==> src/hw/rtl/prks_pkg.sv <==
// Shared types, constants and the arctangent table for the planar robot kinematic simulator.
package prks_pkg;

    localparam int MULA_W = 42;
    localparam int MULB_W = 24;
    localparam int MULC_W = 5;
    localparam int PROD_W = 66;
    localparam int CRD_W  = 34;
    localparam int ATAN_N = 24;
    localparam int ATAN_IW = 5;

    localparam logic [CRD_W-1:0] CORDIC_INV_GAIN = CRD_W'(652032874);

    localparam logic [1:0] REG_SAMPLE_TIME = 2'd0;
    localparam logic [1:0] REG_LAG_GAIN    = 2'd1;
    localparam logic [1:0] REG_DELAY_TICKS = 2'd2;

    localparam logic [3:0] OP_LAG_X  = 4'd0;
    localparam logic [3:0] OP_LAG_Y  = 4'd1;
    localparam logic [3:0] OP_LAG_T  = 4'd2;
    localparam logic [3:0] OP_RX_A   = 4'd3;
    localparam logic [3:0] OP_RX_B   = 4'd4;
    localparam logic [3:0] OP_RY_A   = 4'd5;
    localparam logic [3:0] OP_RY_B   = 4'd6;
    localparam logic [3:0] OP_DIST_X = 4'd7;
    localparam logic [3:0] OP_DIST_Y = 4'd8;
    localparam logic [3:0] OP_HEAD   = 4'd9;

    typedef enum logic [2:0] {
        ST_IDLE,
        ST_ISSUE,
        ST_WAIT,
        ST_WRITE,
        ST_READ,
        ST_OUT
    } prks_state_t;

    typedef struct packed {
        logic                     start;
        logic signed [MULA_W-1:0] a;
        logic [MULB_W-1:0]        b;
        logic                     b_signed;
        logic signed [PROD_W-1:0] acc_init;
    } prks_mul_req_t;

    typedef struct packed {
        logic signed [31:0] pos_x;
        logic signed [31:0] pos_y;
        logic [31:0]        heading;
        logic signed [23:0] vel_x;
        logic signed [23:0] vel_y;
        logic signed [23:0] turn_rate;
    } prks_hist_t;

    function automatic logic [29:0] prks_atan(input logic [ATAN_IW-1:0] i);
        logic [29:0] r;
        case (i)
            5'd0:    r = 30'd536870912;
            5'd1:    r = 30'd316933406;
            5'd2:    r = 30'd167458907;
            5'd3:    r = 30'd85004756;
            5'd4:    r = 30'd42667331;
            5'd5:    r = 30'd21354465;
            5'd6:    r = 30'd10679838;
            5'd7:    r = 30'd5340245;
            5'd8:    r = 30'd2670163;
            5'd9:    r = 30'd1335087;
            5'd10:   r = 30'd667544;
            5'd11:   r = 30'd333772;
            5'd12:   r = 30'd166886;
            5'd13:   r = 30'd83443;
            5'd14:   r = 30'd41722;
            5'd15:   r = 30'd20861;
            5'd16:   r = 30'd10430;
            5'd17:   r = 30'd5215;
            5'd18:   r = 30'd2608;
            5'd19:   r = 30'd1304;
            5'd20:   r = 30'd652;
            5'd21:   r = 30'd326;
            5'd22:   r = 30'd163;
            5'd23:   r = 30'd81;
            default: r = 30'd0;
        endcase
        return r;
    endfunction

endpackage

==> src/hw/rtl/prks_cordic.sv <==
// Iterative CORDIC rotation, one step per cycle, giving cos and sin of a binary angle in Q4.30.
module prks_cordic #(
    parameter int STEPS = 16
) (
    input  logic                              aclk,
    input  logic                              aresetn,
    input  logic                              start,
    input  logic [31:0]                       angle,
    output logic                              done,
    output logic signed [prks_pkg::CRD_W-1:0] cos_out,
    output logic signed [prks_pkg::CRD_W-1:0] sin_out
);
    import prks_pkg::*;

    logic signed [CRD_W-1:0] x_reg, x_next, y_reg, y_next, z_reg, z_next;
    logic signed [CRD_W-1:0] xs, ys, at;
    logic [ATAN_IW-1:0]      i_reg, i_next;
    logic                    busy_reg, busy_next, done_reg, done_next, flip_reg, flip_next;
    logic                    flip;
    logic [31:0]             h;

    always_comb begin
        flip      = angle[31] ^ angle[30];
        h         = flip ? angle + 32'h8000_0000 : angle;
        xs        = x_reg >>> i_reg;
        ys        = y_reg >>> i_reg;
        at        = {{(CRD_W-30){1'b0}}, prks_atan(i_reg)};
        x_next    = x_reg;
        y_next    = y_reg;
        z_next    = z_reg;
        i_next    = i_reg;
        busy_next = busy_reg;
        done_next = done_reg;
        flip_next = flip_reg;
        if (start) begin
            x_next    = CORDIC_INV_GAIN;
            y_next    = '0;
            z_next    = {{(CRD_W-32){h[31]}}, h};
            i_next    = '0;
            busy_next = 1'b1;
            done_next = 1'b0;
            flip_next = flip;
        end else if (busy_reg) begin
            if (!z_reg[CRD_W-1]) begin
                x_next = x_reg - ys;
                y_next = y_reg + xs;
                z_next = z_reg - at;
            end else begin
                x_next = x_reg + ys;
                y_next = y_reg - xs;
                z_next = z_reg + at;
            end
            if (i_reg == ATAN_IW'(STEPS - 1)) begin
                busy_next = 1'b0;
                done_next = 1'b1;
            end else begin
                i_next = i_reg + ATAN_IW'(1);
            end
        end
    end

    always_ff @(posedge aclk) begin
        if (!aresetn) begin
            busy_reg <= 1'b0;
            done_reg <= 1'b0;
        end else begin
            busy_reg <= busy_next;
            done_reg <= done_next;
        end
        x_reg    <= x_next;
        y_reg    <= y_next;
        z_reg    <= z_next;
        i_reg    <= i_next;
        flip_reg <= flip_next;
    end

    assign done    = done_reg;
    assign cos_out = flip_reg ? -x_reg : x_reg;
    assign sin_out = flip_reg ? -y_reg : y_reg;

endmodule

==> config.mk <==
export PLATFORM = sky130hd
export DESIGN_NAME = prks_cordic
export DESIGN_NICKNAME = d
export VERILOG_FILES = /design/src/hw/rtl/prks_pkg.sv /design/src/hw/rtl/prks_cordic.sv
export SDC_FILE = /design/constraint.sdc
export NUM_CORES = 1
export LEC_CHECK = 0
export ABC_AREA = 1
export BUFFER_PORTS_ARGS = -buffer_cell sky130_fd_sc_hd__clkbuf_2
export CORE_MARGIN = 5
export CORE_UTILIZATION = 55
export DETAILED_ROUTE_END_ITERATION = 10
export PLACE_DENSITY_LB_ADDON = 0.25
export SKIP_CTS_REPAIR_TIMING = 1
export SLEW_MARGIN = 15
export SYNTH_ARGS = -nofsm -noshare
export SYNTH_HDL_FRONTEND = slang
export SYNTH_SLANG_ARGS = --single-unit
==> constraint.sdc <==
create_clock -name aclk -period 8.7 [get_ports aclk]
set_clock_uncertainty 0.05 [all_clocks]
set_input_delay 1.74 -clock aclk [delete_from_list [all_inputs] [get_ports aclk]]
set_output_delay 1.74 -clock aclk [all_outputs]
set_load 0.05 [all_outputs]
# Word level (Yosys, flattened, before mapping)

Memories as Yosys holds them, arrays and structs flattened. A register that Yosys moved wholly into a read port is not among the register bits.
Cells that the tools add are included.

Flip-flop bits (word level): 110
Bits in read-only memories: 960
Input port bits: 35
Output and inout port bits: 69
Logic and storage cells: 41
Memories: 1

Add/sub/neg operators: 10
Equal/unequal tests: 1
Shift operators: 2
Mux-type cells: 13
Bitwise operators: 3
Reductions and logical operators: 4

Memory list:

| name             | depth | bits a word | rd ports | clocked after memory_dff | wr ports | RTL line       | RTL |
|---|---|---|---|---|---|---|---|
| (name not given) | 32    | 30          | 1        | 1                        | 0        | prks_pkg.sv:57 | `case (i)` |

Operators with widths:

| cell                   | number |
|---|---|
| $mux 34                | 7 |
| $add 34x34->34         | 2 |
| $neg 34->34            | 2 |
| $sshr 34x5->34         | 2 |
| $sub 34x34->34         | 2 |
| $add 34x31->34         | 1 |
| $sub 34x31->34         | 1 |
| $add 32x32->32 const B | 1 |
| $mux 32                | 1 |
| $mux 5                 | 2 |
| $add 5x1->5 const B    | 1 |
| $eq 5x4->1 const B     | 1 |
| $reduce_and 2->1       | 2 |
| $mux 1                 | 3 |
| $not 1->1              | 2 |
| $reduce_bool 2->1      | 1 |
| $reduce_or 2->1        | 1 |
| $xor 1x1->1            | 1 |

# Logic depth before layout (Yosys ltp)

Depth in word-level cells: 5
Mapped depth: 40
Mapped depth without buffers: 37

# Worst setup path after synthesis

Ideal clock, no wire load.

Kind: flip-flop to output port
Start: register x_reg[1]
End: output port cos_out[32] (netlist name)
Arrival time: 2.824 ns
Data required time: 6.910 ns
Path slack: 4.086 ns
Stages on the path, launching flop included: 16
Buffers on the path: 0
Cell sequence: dfxtp_1 inv_1 ha_1 nand3_1 nor3_1 nand3_1 nor3_1 nand2_1 nand2_1 nand2_1 nor2_1 nand2_1 nor2_1 nand2_1 a21oi_1 xor2_1

Longest elaborated chain between the ends: 2

RTL lines:

| item                     | RTL line          | RTL |
|---|---|---|
| start: declaration       | prks_cordic.sv:15 | `logic signed [CRD_W-1:0] x_reg, x_next, y_reg, y_next, z_reg, z_next;` |
| start signal: assignment | prks_cordic.sv:70 | `x_reg <= x_next;` |
| $neg 34->34              | prks_cordic.sv:78 | `assign cos_out = flip_reg ? -x_reg : x_reg;` |
| $mux 34                  | prks_cordic.sv:78 |  |
| end: declaration         | prks_cordic.sv:10 | `output logic signed [prks_pkg::CRD_W-1:0] cos_out,` |

No other way between the ends.

# Worst setup path after layout

Start: register i_reg[1]
End: register y_reg[26]

Longest elaborated chain between the ends: 3
Elaborated cells on any way between the ends: 4
Classes of those cells: add/sub (2); shift (1); mux (1)

RTL lines:

| item                                             | RTL line                             | RTL |
|---|---|---|
| start: declaration                               | prks_cordic.sv:17                    | `logic [ATAN_IW-1:0] i_reg, i_next;` |
| start signal: assignment                         | prks_cordic.sv:73                    | `i_reg <= i_next;` |
| $sshr 34x5->34 *                                 | prks_cordic.sv:25                    | `xs = x_reg >>> i_reg;` |
| $add 34x34->34 or $sub 34x34->34 (tied branches) | prks_cordic.sv:46, prks_cordic.sv:50 |  |
| $mux 34 *                                        | prks_cordic.sv:44                    | `if (!z_reg[CRD_W-1]) begin` |
| end signal: assignment                           | prks_cordic.sv:71                    | `y_reg <= y_next;` |
| end: declaration                                 | prks_cordic.sv:15                    |  |

Every way passes the cells marked *; elsewhere a longest branch is shown, timed or not.
A chain may end at the register's enable or synchronous reset.

==> tab_implementation.tex <==
\begin{tabular}{lr}
\hline
Metric & Value \\
\hline
\multicolumn{2}{l}{\textbf{Detailed routing}} \\
Drt drc & 0 \\
Total met2 wirelength after detailed routing & 28.4 mm \\
Total routed wirelength & 64.3 mm \\
Via density per instance & 5.90 \\
Number of search-and-repair iterations in the first detailed-routing pass & 6 \\
Met3 WL & 5.73 mm \\
Count of vias placed by the detailed router & 20.7k \\
Routed met1 length & 27.5 mm \\
Antenna-violating nets left & 0 \\
Routed wire length per instance & 18.3 um \\
Top layer reached by signal wires & met5 \\
Number of design-rule violations left by the first detailed-router iteration & 2316 \\
\multicolumn{2}{l}{\textbf{Synthesis}} \\
Cell variety after synth & 58 \\
Share of async-settable or async-resettable flops after synthesis & 0\% \\
Average cell area after synthesis & 5.95 um\^{}2 \\
Cell type with the largest total area after synthesis & nand2\_1 \\
Netlist area before placement & 18100 um\^{}2 \\
\#FFs+latches synth & 140 \\
Number of nets in the synthesized netlist & 3187 \\
Share of the yosys chip area belonging to registers & 17.5\% \\
Synth Instances & 3036 \\
Predominant post-synthesis flop cell & dfxtp\_1 \\
Most frequent cells after synthesis & 740 x nand2\_1, 474 x nand3\_1, 304 x inv\_1, 276 x nor2\_1, 207 x a21oi\_1 \\
Post-synth EDFFs & 35 \\
Share of Yosys cell area claimed by the top area cell type & 15.4\% \\
Leading cell types by total area after synthesis & nand2\_1 15\%, nand3\_1 13\%, dfxtp\_1 12\% \\
Number of warning messages in the yosys log & 0 \\
Library cell with the highest instance count after synthesis & nand2\_1 \\
\multicolumn{2}{l}{\textbf{Cells and area}} \\
Final cell count without fillers & 3506 \\
Nets & 3202 \\
Fraction of layout instances using a drive strength above 1 & 8.29\% \\
Area Growth Syn to Fin & 6.85\% \\
Diode count & 0 \\
Post-route standard cell area excluding fillers & 19300 um\^{}2 \\
Final standard cell utilization of the core & 59.4\% \\
\multicolumn{2}{l}{\textbf{Setup path}} \\
CP startpoint kind & flip-flop \\
Crit path required time & 9020 ps \\
Critical Path AT & 6710 ps \\
Most frequent CP cell & nand2\_1 \\
Slowest cell delay on critical path & 680 ps \\
Critical path's slowest cell & o21ai\_0 \\
Maximum net fanout on the critical path & 68 \\
Crit path capture type & flip-flop \\
Kind of critical path & reg -> reg \\
\multicolumn{2}{l}{\textbf{Global route}} \\
GR Overflow Total & 0 \\
Overall track demand over capacity in global routing & 34.6\% \\
Global-route wire length before repair & 102 mm \\
Via count of the first global-routing pass & 19.1k \\
Maximum number of pins on one net before global-route repair & 78 \\
Antenna violations before repair & 2 \\
\multicolumn{2}{l}{\textbf{Die}} \\
Core box area & 32500 um\^{}2 \\
Die outline area & 36500 um\^{}2 \\
Die X & 191 um \\
Height of the chip & 191 um \\
Effective utilization at floorplan & 55.6\% \\
Number of placed I/O pins & 104 \\
Standard-cell rows & 66 \\
\multicolumn{2}{l}{\textbf{Pwr}} \\
Fraction of power spent switching nets & 58.3\% \\
Power Total & 7220 uW \\
Leak pwr & 0.00973 uW \\
Power spent charging and discharging nets & 4210 uW \\
Sequential fraction of design power & 15.5\% \\
Power density over cell area & 374 nW/um\^{}2 \\
Cell Int Power & 3010 uW \\
Worst IR drop on VDD & 211 uV \\
Combinational Power Share & 73.7\% \\
Portion of total power attributed to the clock network & 10.8\% \\
\multicolumn{2}{l}{\textbf{Place}} \\
Port Buffer Count & 103 \\
Placed Instances & 3474 \\
Placement Cell Area & 18700 um\^{}2 \\
Global placement routability congestion & 1.09 \\
Final HPWL DP & 48.8 mm \\
\multicolumn{2}{l}{\textbf{STA}} \\
Final hold viol count & 0 \\
Final Max Slew Viols & 0 \\
RSZ-0062 raised after global routing & false \\
Minimum clock period after layout & 6380 ps \\
Count of endpoints failing setup in the final report & 0 \\
Setup\_tns & 0 ps \\
Max frequency & 0.157 GHz \\
Remaining max-slew budget at the tightest pin & 21.6\% \\
Worst Tran Pin Value & 1180 ps \\
Final worst path period share & 73.4\% \\
\multicolumn{2}{l}{\textbf{Run status}} \\
Status & completed \\
\multicolumn{2}{l}{\textbf{Clocking}} \\
Later-pin clock latency in the skew report & 480 ps \\
Depth of the CTS H-tree & 4 \\
Clock Path Buffers & 2 \\
Number of clock buffers inserted by TritonCTS & 17 \\
TritonCTS clock tree & done \\
Cell at the root of the clock tree & clkbuf\_16 \\
Clock Sink Count & 140 \\
Clock transition at path regs & 80 ps \\
\multicolumn{2}{l}{\textbf{Run}} \\
Number of max-cap violations & 0 \\
\multicolumn{2}{l}{\textbf{Worst hold path}} \\
Min-Delay Path Class & reg -> reg \\
\hline
\end{tabular}
## routing by layer
layer	vias up	track usage [%]
li1	10146	-
met1	9392	46.2
met2	996	55.6
met3	160	6.74
met4	4	12.8
met5	-	0
## cell usage in the layout, fill, tap and decap left out, drive strengths merged, types with 8 or more instances in the layout
master	instances
xor2	136
nand4	21
edfxtp	35
ha	113
a31oi	33
nor4	8
nand2	758
o221ai	8
o31ai	8
or2	30
nor2	289
a21oi	208
nand3	484
dfxtp	105
o21bai	9
a21o	14
buf	22
o21ai	184
inv	323
nor3	38
xnor2	54
a21boi	8
clkbuf	119
## power groups by stage
stage / Clock (uW) / Combinational (uW) / Sequential [uW]
final: 782 / 5320 / 1120
after global routing: 821 / 5880 / 1130
after CTS: 791 / 5220 / 1110
after detailed placement: 0 / 5190 / 1120
after global placement: 0 / 5120 / 1120
after floorplan: 0 / 4070 / 1000
## worst max-delay path, delay by kind of cell (launching register included)
| family | cells | cell delay, ps |
|---|---|---|
| compound gates | 6 | 1930 |
| fa+ha+maj | 2 | 860 |
| buf+inv | 5 | 1430 |
| flops | 1 | 320 |
| simple gates | 15 | 1620 |
## logic make-up (layout without fill, tap and decap cells)
family | Yosys count | count (layout) | share of synthesized area [%]
buf+inv | 444 | 472 | 9.85
fa+ha+maj | 116 | 116 | 8.16
xor+xnor | 190 | 190 | 9.22
flops | 140 | 140 | 17.5
simple gates | 1636 | 1636 | 39.5
compound gates | 510 | 510 | 15.8
## worst paths after layout
path                                from        end  slack [ps]  cells after the start
worst min-delay path                done       done         510                      2
worst min register to register      done       done         510                      2
worst max register to register  i_reg[1]  y_reg[26]        2320                     28
worst max-delay path            i_reg[1]  y_reg[26]        2320                     28
## metrics by stage
step,worst slack [ps],hold WS (ps)
global route,1800,539
finish,2320,514
detailed placement,2540,486
global placement,2610,498
floorplan,4090,456
CTS,2500,505
## final cells by class
class	count	area, um^2
inverter	316	1190
clock inverter	15	169
timing repair buffer	124	676
multi-input combinational	2452	13100
tap	442	553
clock buffer	17	425
fill	3295	13200
sequential	140	3160
No activity file was read; power rests on OpenSTA's default activity.
