`config.mk`:
```
export PLATFORM = sky130hd
export DESIGN_NAME = prks_smul
export DESIGN_NICKNAME = d
export VERILOG_FILES = /design/src/hw/rtl/prks_pkg.sv /design/src/hw/rtl/prks_smul.sv
export SDC_FILE = /design/constraint.sdc
export NUM_CORES = 1
export LEC_CHECK = 0
export ABC_AREA = 1
export BUFFER_PORTS_ARGS = -buffer_cell sky130_fd_sc_hd__buf_2
export CORE_AREA = 5 5 185 187
export CTS_CLUSTER_SIZE = 30
export DETAILED_ROUTE_END_ITERATION = 7
export DIE_AREA = 0 0 190 192
export PLACE_DENSITY = 0.79
export RECOVER_POWER = 100
export SLEW_MARGIN = 10
export SYNTH_ARGS = -nofsm -noshare
export SYNTH_HDL_FRONTEND = slang
export SYNTH_SLANG_ARGS = --single-unit
export TNS_END_PERCENT = 30
```
`constraint.sdc`:
```
create_clock -name aclk -period 3.2 [get_ports aclk]
set_input_delay 0.16 -clock aclk [delete_from_list [all_inputs] [get_ports aclk]]
set_output_delay 0.16 -clock aclk [all_outputs]
set_load 0.1 [all_outputs]
```
`src/hw/rtl/prks_pkg.sv`:
```
// Shared types, constants and the arctangent table for the planar robot kinematic simulator.
package prks_pkg;

    localparam int MULA_W = 42;
    localparam int MULB_W = 24;
    localparam int MULC_W = 5;
    localparam int PROD_W = 66;
    localparam int CRD_W  = 34;
    localparam int ATAN_N = 24;
    localparam int ATAN_IW = 5;

    localparam logic [CRD_W-1:0] CORDIC_INV_GAIN = CRD_W'(652032874);

    localparam logic [1:0] REG_SAMPLE_TIME = 2'd0;
    localparam logic [1:0] REG_LAG_GAIN    = 2'd1;
    localparam logic [1:0] REG_DELAY_TICKS = 2'd2;

    localparam logic [3:0] OP_LAG_X  = 4'd0;
    localparam logic [3:0] OP_LAG_Y  = 4'd1;
    localparam logic [3:0] OP_LAG_T  = 4'd2;
    localparam logic [3:0] OP_RX_A   = 4'd3;
    localparam logic [3:0] OP_RX_B   = 4'd4;
    localparam logic [3:0] OP_RY_A   = 4'd5;
    localparam logic [3:0] OP_RY_B   = 4'd6;
    localparam logic [3:0] OP_DIST_X = 4'd7;
    localparam logic [3:0] OP_DIST_Y = 4'd8;
    localparam logic [3:0] OP_HEAD   = 4'd9;

    typedef enum logic [2:0] {
        ST_IDLE,
        ST_ISSUE,
        ST_WAIT,
        ST_WRITE,
        ST_READ,
        ST_OUT
    } prks_state_t;

    typedef struct packed {
        logic                     start;
        logic signed [MULA_W-1:0] a;
        logic [MULB_W-1:0]        b;
        logic                     b_signed;
        logic signed [PROD_W-1:0] acc_init;
    } prks_mul_req_t;

    typedef struct packed {
        logic signed [31:0] pos_x;
        logic signed [31:0] pos_y;
        logic [31:0]        heading;
        logic signed [23:0] vel_x;
        logic signed [23:0] vel_y;
        logic signed [23:0] turn_rate;
    } prks_hist_t;

    function automatic logic [29:0] prks_atan(input logic [ATAN_IW-1:0] i);
        logic [29:0] r;
        case (i)
            5'd0:    r = 30'd536870912;
            5'd1:    r = 30'd316933406;
            5'd2:    r = 30'd167458907;
            5'd3:    r = 30'd85004756;
            5'd4:    r = 30'd42667331;
            5'd5:    r = 30'd21354465;
            5'd6:    r = 30'd10679838;
            5'd7:    r = 30'd5340245;
            5'd8:    r = 30'd2670163;
            5'd9:    r = 30'd1335087;
            5'd10:   r = 30'd667544;
            5'd11:   r = 30'd333772;
            5'd12:   r = 30'd166886;
            5'd13:   r = 30'd83443;
            5'd14:   r = 30'd41722;
            5'd15:   r = 30'd20861;
            5'd16:   r = 30'd10430;
            5'd17:   r = 30'd5215;
            5'd18:   r = 30'd2608;
            5'd19:   r = 30'd1304;
            5'd20:   r = 30'd652;
            5'd21:   r = 30'd326;
            5'd22:   r = 30'd163;
            5'd23:   r = 30'd81;
            default: r = 30'd0;
        endcase
        return r;
    endfunction

endpackage

```
`src/hw/rtl/prks_smul.sv`:
```
// Bit-serial shift-add multiplier, one multiplier bit per cycle, with preloaded accumulator.
module prks_smul (
    input  logic                             aclk,
    input  logic                             aresetn,
    input  prks_pkg::prks_mul_req_t          req,
    output logic                             done,
    output logic signed [prks_pkg::PROD_W-1:0] prod
);
    import prks_pkg::*;

    logic signed [PROD_W-1:0] acc_reg, acc_next;
    logic signed [PROD_W-1:0] a_reg, a_next;
    logic [MULB_W-1:0]        b_reg, b_next;
    logic [MULC_W-1:0]        cnt_reg, cnt_next;
    logic                     sgn_reg, sgn_next;
    logic                     done_reg, done_next;
    logic signed [PROD_W-1:0] addend;

    always_comb begin
        addend    = (sgn_reg && cnt_reg == MULC_W'(1)) ? -a_reg : a_reg;
        acc_next  = acc_reg;
        a_next    = a_reg;
        b_next    = b_reg;
        cnt_next  = cnt_reg;
        sgn_next  = sgn_reg;
        done_next = 1'b0;
        if (req.start) begin
            acc_next = req.acc_init;
            a_next   = {{(PROD_W-MULA_W){req.a[MULA_W-1]}}, req.a};
            b_next   = req.b;
            sgn_next = req.b_signed;
            cnt_next = MULC_W'(MULB_W);
        end else if (cnt_reg != '0) begin
            if (b_reg[0]) begin
                acc_next = acc_reg + addend;
            end
            a_next    = a_reg <<< 1;
            b_next    = b_reg >> 1;
            cnt_next  = cnt_reg - MULC_W'(1);
            done_next = (cnt_reg == MULC_W'(1));
        end
    end

    always_ff @(posedge aclk) begin
        if (!aresetn) begin
            cnt_reg  <= '0;
            done_reg <= 1'b0;
        end else begin
            cnt_reg  <= cnt_next;
            done_reg <= done_next;
        end
        acc_reg <= acc_next;
        a_reg   <= a_next;
        b_reg   <= b_next;
        sgn_reg <= sgn_next;
    end

    assign done = done_reg;
    assign prod = acc_reg;

endmodule

```
Word level (Yosys, flattened, before mapping) --
Cells that the tools add are included.
Storage, ports and cells: register bits after elaboration 163, input port bits 136, output and inout port bits 67, word-level logic and storage cells 30
Operators by class: add/subtract/negate cells 3, equal/unequal tests 1, multiplexer cells 10, bitwise operators 2, reduce and logical (&&, ||, !) cells 7
Operators with widths (count):
- $mux 66 | 6
- $add 66x66->66 | 1
- $neg 66->66 | 1
- $mux 24 | 2
- $mux 5 | 2
- $eq 5x1->1 const B | 1
- $reduce_bool 5->1 | 1
- $sub 5x1->5 const B | 1
- $reduce_bool 2->1 | 2
- $reduce_or 3->1 | 1
- $not 1->1 | 2
- $reduce_and 2->1 | 1
- $reduce_or 2->1 | 1
- $logic_and 1x1->1 | 1

Longest topological paths before layout --
Gate-level depths: netlist (run 1).
word-level depth 7, mapped depth 25

Worst setup path after synthesis (run 1) --
Ideal clock, no wire load.
path kind input to register, start input req[133] (netlist name), end register a_reg[0], enable pin, library setup time 861 ps, arrival 2533 ps, data required time 2339 ps, setup slack -195 ps, stages 6, cell sequence clkbuf_1 -> buf_2 -> inv_2 -> buf_2 -> buf_1 -> nand2_1
Between the ends: longest elaborated chain between the ends 1
Ends and longest elaborated chain:
- from (decl) | line prks_smul.sv:5 | input prks_pkg::prks_mul_req_t req,
- $reduce_bool 2->1 (no source line)
- to (signal assigned) | line prks_smul.sv:53 | a_reg <= a_next;
- to (decl) | line prks_smul.sv:12 | logic signed [PROD_W-1:0] a_reg, a_next;
Every way passes these cells. A chain may end at the register's enable or synchronous reset.

Worst setup path after layout (run 1) --
start register cnt_reg[1], end register acc_reg[25], in the netlist prod[25], data pin
Between the ends: longest elaborated chain between the ends 7
Ends and longest elaborated chain:
- from (decl) | line prks_smul.sv:14 | logic [MULC_W-1:0] cnt_reg, cnt_next;
- from (signal assigned) | line prks_smul.sv:49 | cnt_reg <= cnt_next;
- $eq 5x1->1 | line prks_smul.sv:20 | addend = (sgn_reg && cnt_reg == MULC_W'(1)) ? -a_reg : a_reg;
- $logic_and 1x1->1 | line prks_smul.sv:20
- $mux 66 | line prks_smul.sv:20
- $add 66x66->66 | line prks_smul.sv:35 | acc_next = acc_reg + addend;
- $mux 66 | line prks_smul.sv:34 | if (b_reg[0]) begin
- $mux 66 | line prks_smul.sv:33 | end else if (cnt_reg != '0) begin
- $mux 66 | line prks_smul.sv:27 | if (req.start) begin
- net acc_next[25] | line prks_smul.sv:11 | logic signed [PROD_W-1:0] acc_reg, acc_next;
- to (signal assigned) | line prks_smul.sv:52 | acc_reg <= acc_next;
- to (decl) | line prks_smul.sv:11
The timed path passes the listed nets, and every way through them passes these cells. The select of a mux whose other input is x is not followed.

==> key figures, run 1 <==
Placed design
  • Global placement routability congestion: 1.01
  • Port Buffer Count: 202
  • Detailed placer's ending HPWL: 47,400 um
  • DP Area: 19,200 um2

Setup path
  • Worst path max stage delay: 0.39 ns
  • Crit path buf inv count: 6
  • Critical Path Start Type: register
  • CP Data Arrival Time: 4.07 ns
  • Crit-path leading delay family: simple AND/OR/NAND/NOR gates
  • CP cell instances: inv_1 -> ha_2 -> nand4_1 -> buf_12 -> buf_4 -> nor2_2 -> xor2_2 -> ha_1 -> buf_4 -> nand2_2 -> nand2_1 -> nand2_2 -> nand2_1 -> nand2_1 -> nand2_2 -> nor2_2 -> inv_1 -> nand3_2 -> nand2_4 -> buf_12 -> xnor2_2 -> o21ai_1
  • Critical path fanouts, max: 6
  • Worst setup path class: reg -> reg
  • Slowest CP cell: xor2_2
  • CP required: 3.40 ns
  • Crit end category: register

Status
  • Status: complete, but fails checks
  • Failing checks: setup timing

Floorplanning
  • IO Pins: 203
  • Die height: 192 um
  • Core area: 32,300 um2
  • DIE WIDTH: 190 um
  • Initial Util: 0.446
  • Row Count: 66
  • DIE AREA: 36,500 um2

Synth
  • Post-synth EDFFs: 157
  • Adder-cell share of the synthesized area: 0.0613
  • Compound-gate portion of the synthesized area: 0.102
  • Number of synthesized register bits: 163
  • Count of unique library cells instantiated by Yosys: 46
  • Synth area leaders: edfxtp_1 (33%), nand2_1 (19%), inv_1 (7.6%)
  • Simple-gate area share of the yosys netlist: 0.350
  • Main combinational cell family by area after synthesis: simple AND/OR/NAND/NOR gates
  • Asr flop ratio synth: 0
  • Share of the synthesized area in the top cell type: 0.327
  • Synthesis Warnings: 0
  • Multiplexer area fraction after synthesis: 0.0104
  • Post-Syn Nets: 2,355
  • Most area-hungry cell type in the Yosys netlist: edfxtp_1
  • Main flop type after synthesis: edfxtp_1
  • Synth Cell Area: 14,400 um2
  • Synth Area in XOR/XNOR: 0.0511
  • Seq/Total Area, Yosys: 0.336
  • Average cell area after synthesis: 6.70 um2
  • Synthesized instance count: 2,149

Global route
  • Total global-route track usage: 0.353
  • Gr ovfl total: 0
  • Initial antenna violation count: 1
  • Maximum number of pins on one net before global-route repair: 156
  • Vias in the first global route: 18,607
  • Global-route wire length before repair: 99,400 um

Routing
  • Top Layer Used: met5
  • Met3 routed wirelength: 6900 um
  • DR WL/cell: 20.7 um
  • DRC violations left: 0
  • DRT antenna net count: 0
  • Vias per cell: 5.54
  • Via count: 18,818
  • WL final: 70,200 um
  • Starting DRT DRC Count: 2,251
  • Router iterations before antenna repair: 6
  • WL met2: 32,000 um
  • Post-Route M1 WL: 26,200 um

STA
  • Worst Tran Pin Value: 0.716 ns
  • Fin worst setup slack: -0.673 ns
  • WHS: 0.0123 ns
  • Fmax: 258 MHz
  • Max transition margin: 0.521
  • Setup TNS: -25.69 ns
  • Final setup viols: 61
  • Unrepaired setup endpoints after global routing: yes
  • Clk_skew: 0.0173 ns
  • Pins Over Slew Limit: 0
  • Final Critical Period: 3.87 ns
  • Hold Violations, Final: 0
  • Period utilization: 1.21

CTS
  • CTS Buf Count: 17
  • Worst-path clk slew: 0.08 ns
  • CTS Sinks: 163
  • Clock tree buffer depth: 2
  • CTS tree: done
  • Root Buffer: clkbuf_16
  • Clock Latency Late Sink: 0.47 ns
  • # H-tree levels: 4

Power
  • Peak VDD IR: 0.703 mV
  • P_leak: 11.5 nW
  • Pwr Density: 905 nW/um2

Flow run
  • Max Cap Viol: 0

Final layout
  • Layout area overhead: 65.3%
  • Finished Cell Area: 23,800 um2
  • Nets@finish: 3,145
  • Ant. Diodes: 0
  • Fraction of layout cells with a size suffix above 1: 0.429

Min path
  • Hold WC Path Type: in -> reg
## layout by cell type (no fill, tap or decap), drive strengths merged, types with 5 or more instances in the layout
cell type    netlist  final
nand2            752    752
buf               24    704
inv              301    307
nor2             245    245
edfxtp           157    157
o21ai            140    140
nand3            122    122
dlygate4sd3        0    105
a21oi             96     96
ha                69     69
xor2              64     64
nand4             31     31
nor3              31     31
clkbuf            17     20
xnor2             20     20
mux2i             15     15
o21bai            14     14
nand3b            10     10
or2                9      9
a21boi             8      8
dfxtp              6      6
clkinv             0      6
o31ai              5      5
## per-layer routing
| metal | up-vias | GRT usage |
|---|---|---|
| li1 | 8499 | - |
| met2 | 1250 | 0.596 |
| met4 | 2 | 0.186 |
| met1 | 8680 | 0.431 |
| met3 | 387 | 0.0647 |
| met5 | - | 0 |
## synth_stat cells (7+ instances only)
cell type / instances
buf_2: 12
o21ai_1: 17
nand2_1: 744
nand3_1: 116
or2_2: 7
a21oi_1: 91
nand3b_1: 9
o21bai_1: 13
o21ai_0: 122
ha_1: 69
inv_2: 8
xnor2_1: 20
buf_1: 12
edfxtp_1: 157
nand2_2: 7
clkbuf_1: 17
inv_1: 293
nand4_1: 31
nor2_1: 229
mux2i_1: 15
nor3_1: 28
xor2_1: 64
nor2_2: 10
## layout make-up
cell class | instances | area (um2)
flip-flops and latches | 163 | 4840
well taps | 442 | 553
clock inverters | 15 | 150
repair buffers | 812 | 6050
multi-input cells | 1644 | 10700
fillers | 2273 | 8470
inverters | 301 | 1130
clock buffers | 17 | 425
## path summary, 6_finish.rpt
| path | slack (ns) | startpoint | cells after the start | end |
|---|---|---|---|---|
| worst min-delay path | 0.01 | req[55] | 3 | prod[55] |
| worst max register to register | -0.67 | cnt_reg[1] | 22 | prod[25] |
| worst max-delay path | -0.67 | cnt_reg[1] | 22 | prod[25] |
| worst min register to register | 0.50 | cnt_reg[3] | 2 | cnt_reg[3] |
## cell families after synthesis
kind of cell               after synthesis
AOI/OAI and AO/OA                      269
xor gates and xnor gates                84
adders and majority gates               70
buffers and inverters                  342
DFF                                    163
muxes                                   15
and+or+nand+nor                       1206
## worst register-to-register path, delay by kind of cell, from the launching register on
family                   cells  cell delay [ns]
flip-flops                   1             0.32
adder cells (fa/ha/maj)      2             0.53
AND/OR/NAND/NOR             11             1.28
XOR/XNOR                     2             0.52
AO/OA/AOI/OAI                1             0.07
buffers and inverters        6             0.89
## power breakdown
part	total (mW)	internal, mW	switching [mW]
logic	15.7	5.91	9.76
registers	3.71	3.10	0.613
clock network	2.17	1.10	1.07
## through the flow
stage,utilization,total power [mW],worst slack (ns),std cells
floorplan,-,10.7,0.110,2149
global placement,0.595,15.6,-0.617,3194
detailed placement,0.595,15.7,-0.652,3194
CTS,0.696,19.5,-0.360,3369
global route,0.738,22.4,-0.755,3394
finish,0.738,21.5,-0.673,3394
## repair_timing
item,4_1_cts,5_1_grt
resized for setup,358,274
endpoints found under the setup margin,58,61
gates cloned,0,1
hold buffers,105,0
buffers inserted,38,24
pin swaps,86,102
endpoints found under the hold margin,106,0
No activity file was read; power rests on OpenSTA's default activity.
==> inputs of run 2 (changes only) <==
Settings changed: PLACE_DENSITY 0.79 to 0.77.
Clock period 3.2 ns to 4 ns, I/O delays scaled along.
==> key figures, run 2 (synthesis gave the netlist of run 1 again) <==
Status
  • Status: complete, but fails checks
  • Failing checks: capacitance limit, slew limit

Final layout
  • FF/Latch Area: 4830 um2
  • Most common cell after layout, fill and taps aside: nand2_1
  • Ant. Diodes: 0
  • Nets@finish: 2,686
  • Leading cell types in the layout, fill and taps excluded: nand2_1 (738), inv_1 (289), nor2_1 (197), edfxtp_1 (157)
  • Fill count: 3,260
  • Layout area overhead: 23.5%
  • Fraction of layout cells with a size suffix above 1: 0.176
  • Fin util: 0.551
  • Multi-input gate area: 8590 um2

Power
  • Seq pwr share: 0.217
  • Peak VDD IR: 0.519 mV
  • Net Switching: 7.35 mW
  • Clock power frac: 0.127
  • Gate power share: 0.656
  • P_leak: 8.72 nW
  • Sw Share: 0.559
  • Pwr Density: 739 nW/um2
  • Internal: 5.80 mW

CTS
  • CTS tree: done
  • # H-tree levels: 4
  • CTS Buf Count: 17
  • Root Buffer: clkbuf_16
  • Clock tree buffer depth: 2
  • Clock Latency Late Sink: 0.45 ns
  • Worst-path clk slew: 0.07 ns
  • CTS Sinks: 163

STA
  • Final Critical Period: 3.89 ns
  • Max transition margin: -0.157
  • Clk_skew: 0.0130 ns
  • Period utilization: 0.972
  • Setup TNS: 0 ns
  • Worst Tran Pin Value: 1.74 ns
  • Hold Violations, Final: 0
  • Unrepaired setup endpoints after global routing: yes
  • Pins Over Slew Limit: 121
  • Final setup viols: 0
  • Fmax: 257 MHz

Floorplanning
  • Die height: 192 um
  • Core area: 32,300 um2
  • Initial Util: 0.446
  • DIE AREA: 36,500 um2
  • DIE WIDTH: 190 um
  • IO Pins: 203
  • Row Count: 66

Global route
  • Gr ovfl total: 0
  • Global-route wire length before repair: 82,600 um
  • Initial antenna violation count: 0
  • Maximum number of pins on one net before global-route repair: 91
  • Total global-route track usage: 0.299
  • Vias in the first global route: 14,891

Routing
  • WL final: 55,700 um
  • Router iterations before antenna repair: 6
  • DRC violations left: 0
  • Via count: 15,518
  • DR WL/cell: 19.0 um
  • Vias per cell: 5.29
  • Starting DRT DRC Count: 1,314
  • DRT antenna net count: 0

Min path
  • Worst hold path depth: 3
  • Hold WC Path Type: in -> reg

Setup path
  • Crit end category: register
  • Worst setup path class: reg -> reg
  • Cells on worst reg2reg path: 21
  • Critical Path Start Type: register
  • Critical path fanouts, max: 5
  • CP Data Arrival Time: 4.10 ns
  • CP required: 4.21 ns

Flow run
  • Max Cap Viol: 2

Placed design
  • Port Buffer Count: 202
  • Detailed placer's ending HPWL: 45,600 um
  • Global placement routability congestion: 0.988
-- run 2: changes by cell type in the layout (fill, tap and decap cells not counted), moves of 66 or more --
cell	before	now
clkbuf_1	0	73
nand2_1	625	738
buf_2	201	135
buf_4	478	135
nand2_2	109	12
nor2_1	109	197
dlygate4sd3_1	105	4
-- run 2: area by class of cell --
class                   instances  share of cell area
clock inverters                14             0.00704
repair buffers                353               0.119
inverters                     301              0.0635
well taps                     442              0.0311
multi-input cells            1644               0.483
flip-flops and latches        163               0.272
clock buffers                  18              0.0241
-- run 2: power groups by stage --
stage / Combinational (mW) / Sequential (mW) / Clock [mW]
floorplan: 3.96 / 4.61 / 0
global placement: 8.34 / 2.86 / 0
detailed placement: 8.39 / 2.87 / 0
CTS: 8.44 / 2.83 / 1.68
global route: 9.31 / 2.89 / 1.76
finish: 8.63 / 2.85 / 1.66
-- run 2: worst max-delay path, cell delays in order (launching register included) --
cell and delay (ns):
edfxtp_1 0.43, inv_2 0.12, ha_4 0.18, nand3_2 0.15
nor2_4 0.17, nand2_4 0.11, nor2_8 0.13, nor2_1 0.06
xor2_1 0.48, ha_1 0.40, nand2_1 0.18, inv_1 0.06
nand2_1 0.07, nand2_1 0.14, a21oi_2 0.21, nor2_1 0.06
nor2_1 0.08, nand2_1 0.18, nand2_1 0.22, nand3_1 0.09
nand3_1 0.09, nand2_1 0.06
-- run 2: metrics by stage --
stage	cell area (um2)	worst slack, ns	power (mW)	hold slack, ns	std cells
floorplan	14400	0.565	8.57	0.298	2149
global placement	16900	-0.247	11.2	0.380	2888
detailed placement	16900	-0.245	11.3	0.382	2888
CTS	17500	-0.0168	13.0	0.00111	2924
global route	17800	-0.0278	14.0	0.00937	2935
finish	17800	0.111	13.1	0.0211	2935
-- run 2: final timing paths --
| kind | startpoint | to | slack [ns] |
|---|---|---|---|
| worst max register to register | a_reg[0] | prod[41] | 0.11 |
| worst min-delay path | req[12] | prod[12] | 0.02 |
| worst min register to register | cnt_reg[3] | cnt_reg[3] | 0.52 |
| worst max-delay path | a_reg[0] | prod[41] | 0.11 |
-- run 2: repair_timing --
| action | in CTS | in global routing |
|---|---|---|
| cloned | 0 | 1 |
| endpoints found under the hold margin | 4 | 0 |
| hold buffers | 4 | 0 |
| pin swaps | 0 | 12 |
| setup buffers | 0 | 10 |
| resized for setup | 9 | 85 |
| setup endpoints to repair | 26 | 41 |
-- run 2: layer usage --
layer | share of wire | GRT usage | wire, um
met5 | 0 | 0 | 0
met2 | 0.46 | 0.493 | 25500
met3 | 0.064 | 0.0376 | 3590
met1 | 0.44 | 0.407 | 24500
met4 | 0.038 | 0.108 | 2110
==> inputs of run 3 (changes only) <==
==> constraint.sdc (replaced) <==
create_clock -name aclk -period 4 [get_ports aclk]
set_input_delay 0.8 -clock aclk [delete_from_list [all_inputs] [get_ports aclk]]
set_output_delay 0.8 -clock aclk [all_outputs]
set_load 0.1 [all_outputs]
==> key figures, run 3 (synthesis gave the netlist of run 1 again) <==
Floorplanning
  • Core area: 32,300 um2
  • Die height: 192 um
  • Row Count: 66
  • DIE AREA: 36,500 um2
  • Initial Util: 0.446
  • IO Pins: 203
  • DIE WIDTH: 190 um

Routing
  • DRC violations left: 0
  • Via count: 15,497
  • Router iterations before antenna repair: 6
  • WL final: 55,100 um
  • DR WL/cell: 19.0 um
  • Starting DRT DRC Count: 1,618
  • DRT antenna net count: 0
  • Vias per cell: 5.35

Setup path
  • Worst setup path class: reg -> reg
  • CP Data Arrival Time: 4.06 ns
  • Cells on worst reg2reg path: 23
  • CP required: 4.22 ns
  • Crit end category: register
  • Critical Path Start Type: register
  • Critical path fanouts, max: 4

Status
  • Status: finished clean

STA
  • Fmax: 260 MHz
  • Hold Violations, Final: 0
  • Max transition margin: 0.213
  • Final setup viols: 0
  • Final Critical Period: 3.85 ns
  • Period utilization: 0.962
  • Fin worst setup slack: 0.152 ns
  • Worst Tran Pin Value: 1.19 ns
  • Clk_skew: 0.0180 ns
  • Pins Over Slew Limit: 0
  • Unrepaired setup endpoints after global routing: yes

Final layout
  • Multi-input gate area: 8580 um2
  • Fraction of layout cells with a size suffix above 1: 0.199
  • FF/Latch Area: 4830 um2
  • Ant. Diodes: 0
  • Fin util: 0.547
  • Most common cell after layout, fill and taps aside: nand2_1
  • Fill count: 3,263
  • Layout Cells excl Fill: 2,898
  • Nets@finish: 2,650
  • Layout area overhead: 22.7%
  • Leading cell types in the layout, fill and taps excluded: nand2_1 (729), inv_1 (288), buf_2 (200), nor2_1 (194), edfxtp_1 (157)

CTS
  • CTS tree: done
  • Worst-path clk slew: 0.08 ns
  • # H-tree levels: 4
  • Clock tree buffer depth: 2
  • CTS Buf Count: 17
  • CTS Sinks: 163
  • Clock Latency Late Sink: 0.46 ns
  • Root Buffer: clkbuf_16

Power
  • Pwr Density: 746 nW/um2
  • P_leak: 8.83 nW
  • Final Power: 13.2 mW
  • Peak VDD IR: 0.664 mV

Global route
  • Initial antenna violation count: 2
  • Vias in the first global route: 14,488
  • Global-route wire length before repair: 81,200 um
  • Gr ovfl total: 0
  • Maximum number of pins on one net before global-route repair: 78
  • Total global-route track usage: 0.294

Min path
  • Hold WC Path Type: reg -> reg
  • Worst hold path depth: 2

Placed design
  • Placed Cells: 2,843
  • DP Worst Slack: -0.201 ns
  • Global placement routability congestion: 1.02
  • Port Buffer Count: 202
  • Detailed placer's ending HPWL: 45,200 um

Flow run
  • Max Cap Viol: 0
==> run 3: cell count changes in the layout (fill, tap and decap cells not counted), sizes merged <==
cell and delta:
inv +2, bufinv +2, clkinvlp -1, clkinv -3, clkbuf -73, buf +40, dlygate4sd3 -4
==> run 3: worst max-delay path, stage by stage (launching register included) <==
cell	delay [ns]
edfxtp_1	0.41
inv_1	0.14
ha_4	0.18
nand3_2	0.14
nor2_4	0.17
nand2_4	0.10
nor2_8	0.09
inv_1	0.11
nor2_4	0.22
nand2_1	0.08
nand2_1	0.06
nand2_1	0.05
a21boi_1	0.15
buf_4	0.16
ha_1	0.27
a21oi_1	0.24
o21ai_1	0.19
a21oi_2	0.23
nand2_1	0.07
a21oi_1	0.13
buf_4	0.15
nand3_1	0.10
nand3_1	0.10
nand2_1	0.05
==> run 3: repair_timing <==
item / CTS / global route
cloned: 0 / 1
pin swaps: 0 / 15
endpoints found under the setup margin: 8 / 42
hold buffers: 0 / 0
gates resized for setup: 9 / 88
setup buffers: 2 / 21
==> run 3: area by class of cell <==
class | instances | share of cell area
Clock inverter | 14 | 0.0110
Tap cell | 442 | 0.0313
Timing Repair Buffer | 317 | 0.110
Multi-Input combinational cell | 1644 | 0.486
Inverter | 301 | 0.0641
Sequential cell | 163 | 0.274
Clock buffer | 17 | 0.0241
==> run 3: path summary, 6_finish.rpt <==
check	from	to	slack, ns
setup / recovery	a_reg[1]	prod[61]	0.15
hold / removal	cnt_reg[3]	cnt_reg[3]	0.49
setup reg to reg	a_reg[1]	prod[61]	0.15
hold reg to reg	cnt_reg[3]	cnt_reg[3]	0.49
==> run 3: power by group <==
part / switching [mW] / total, mW / internal [mW]
clock: 0.818 / 1.82 / 1.01
sequential: 0.411 / 2.89 / 2.48
combinational: 6.09 / 8.47 / 2.38
==> run 3: metal layers <==
metal,global-route usage,vias up,wire [um]
met3,0.0380,119,4280
met1,0.397,7175,23400
met2,0.483,681,25100
li1,-,7520,-
met5,0,-,12
met4,0.111,2,2300
==> run 3: through the flow <==
step                area, um2  hold WS, ns  TNS [ns]
floorplan               14400        0.469         0
global placement        16600        0.489    -0.472
detailed placement      16600        0.489    -0.523
CTS                     17200        0.496         0
global route            17700        0.516    -0.246
finish                  17700        0.494         0
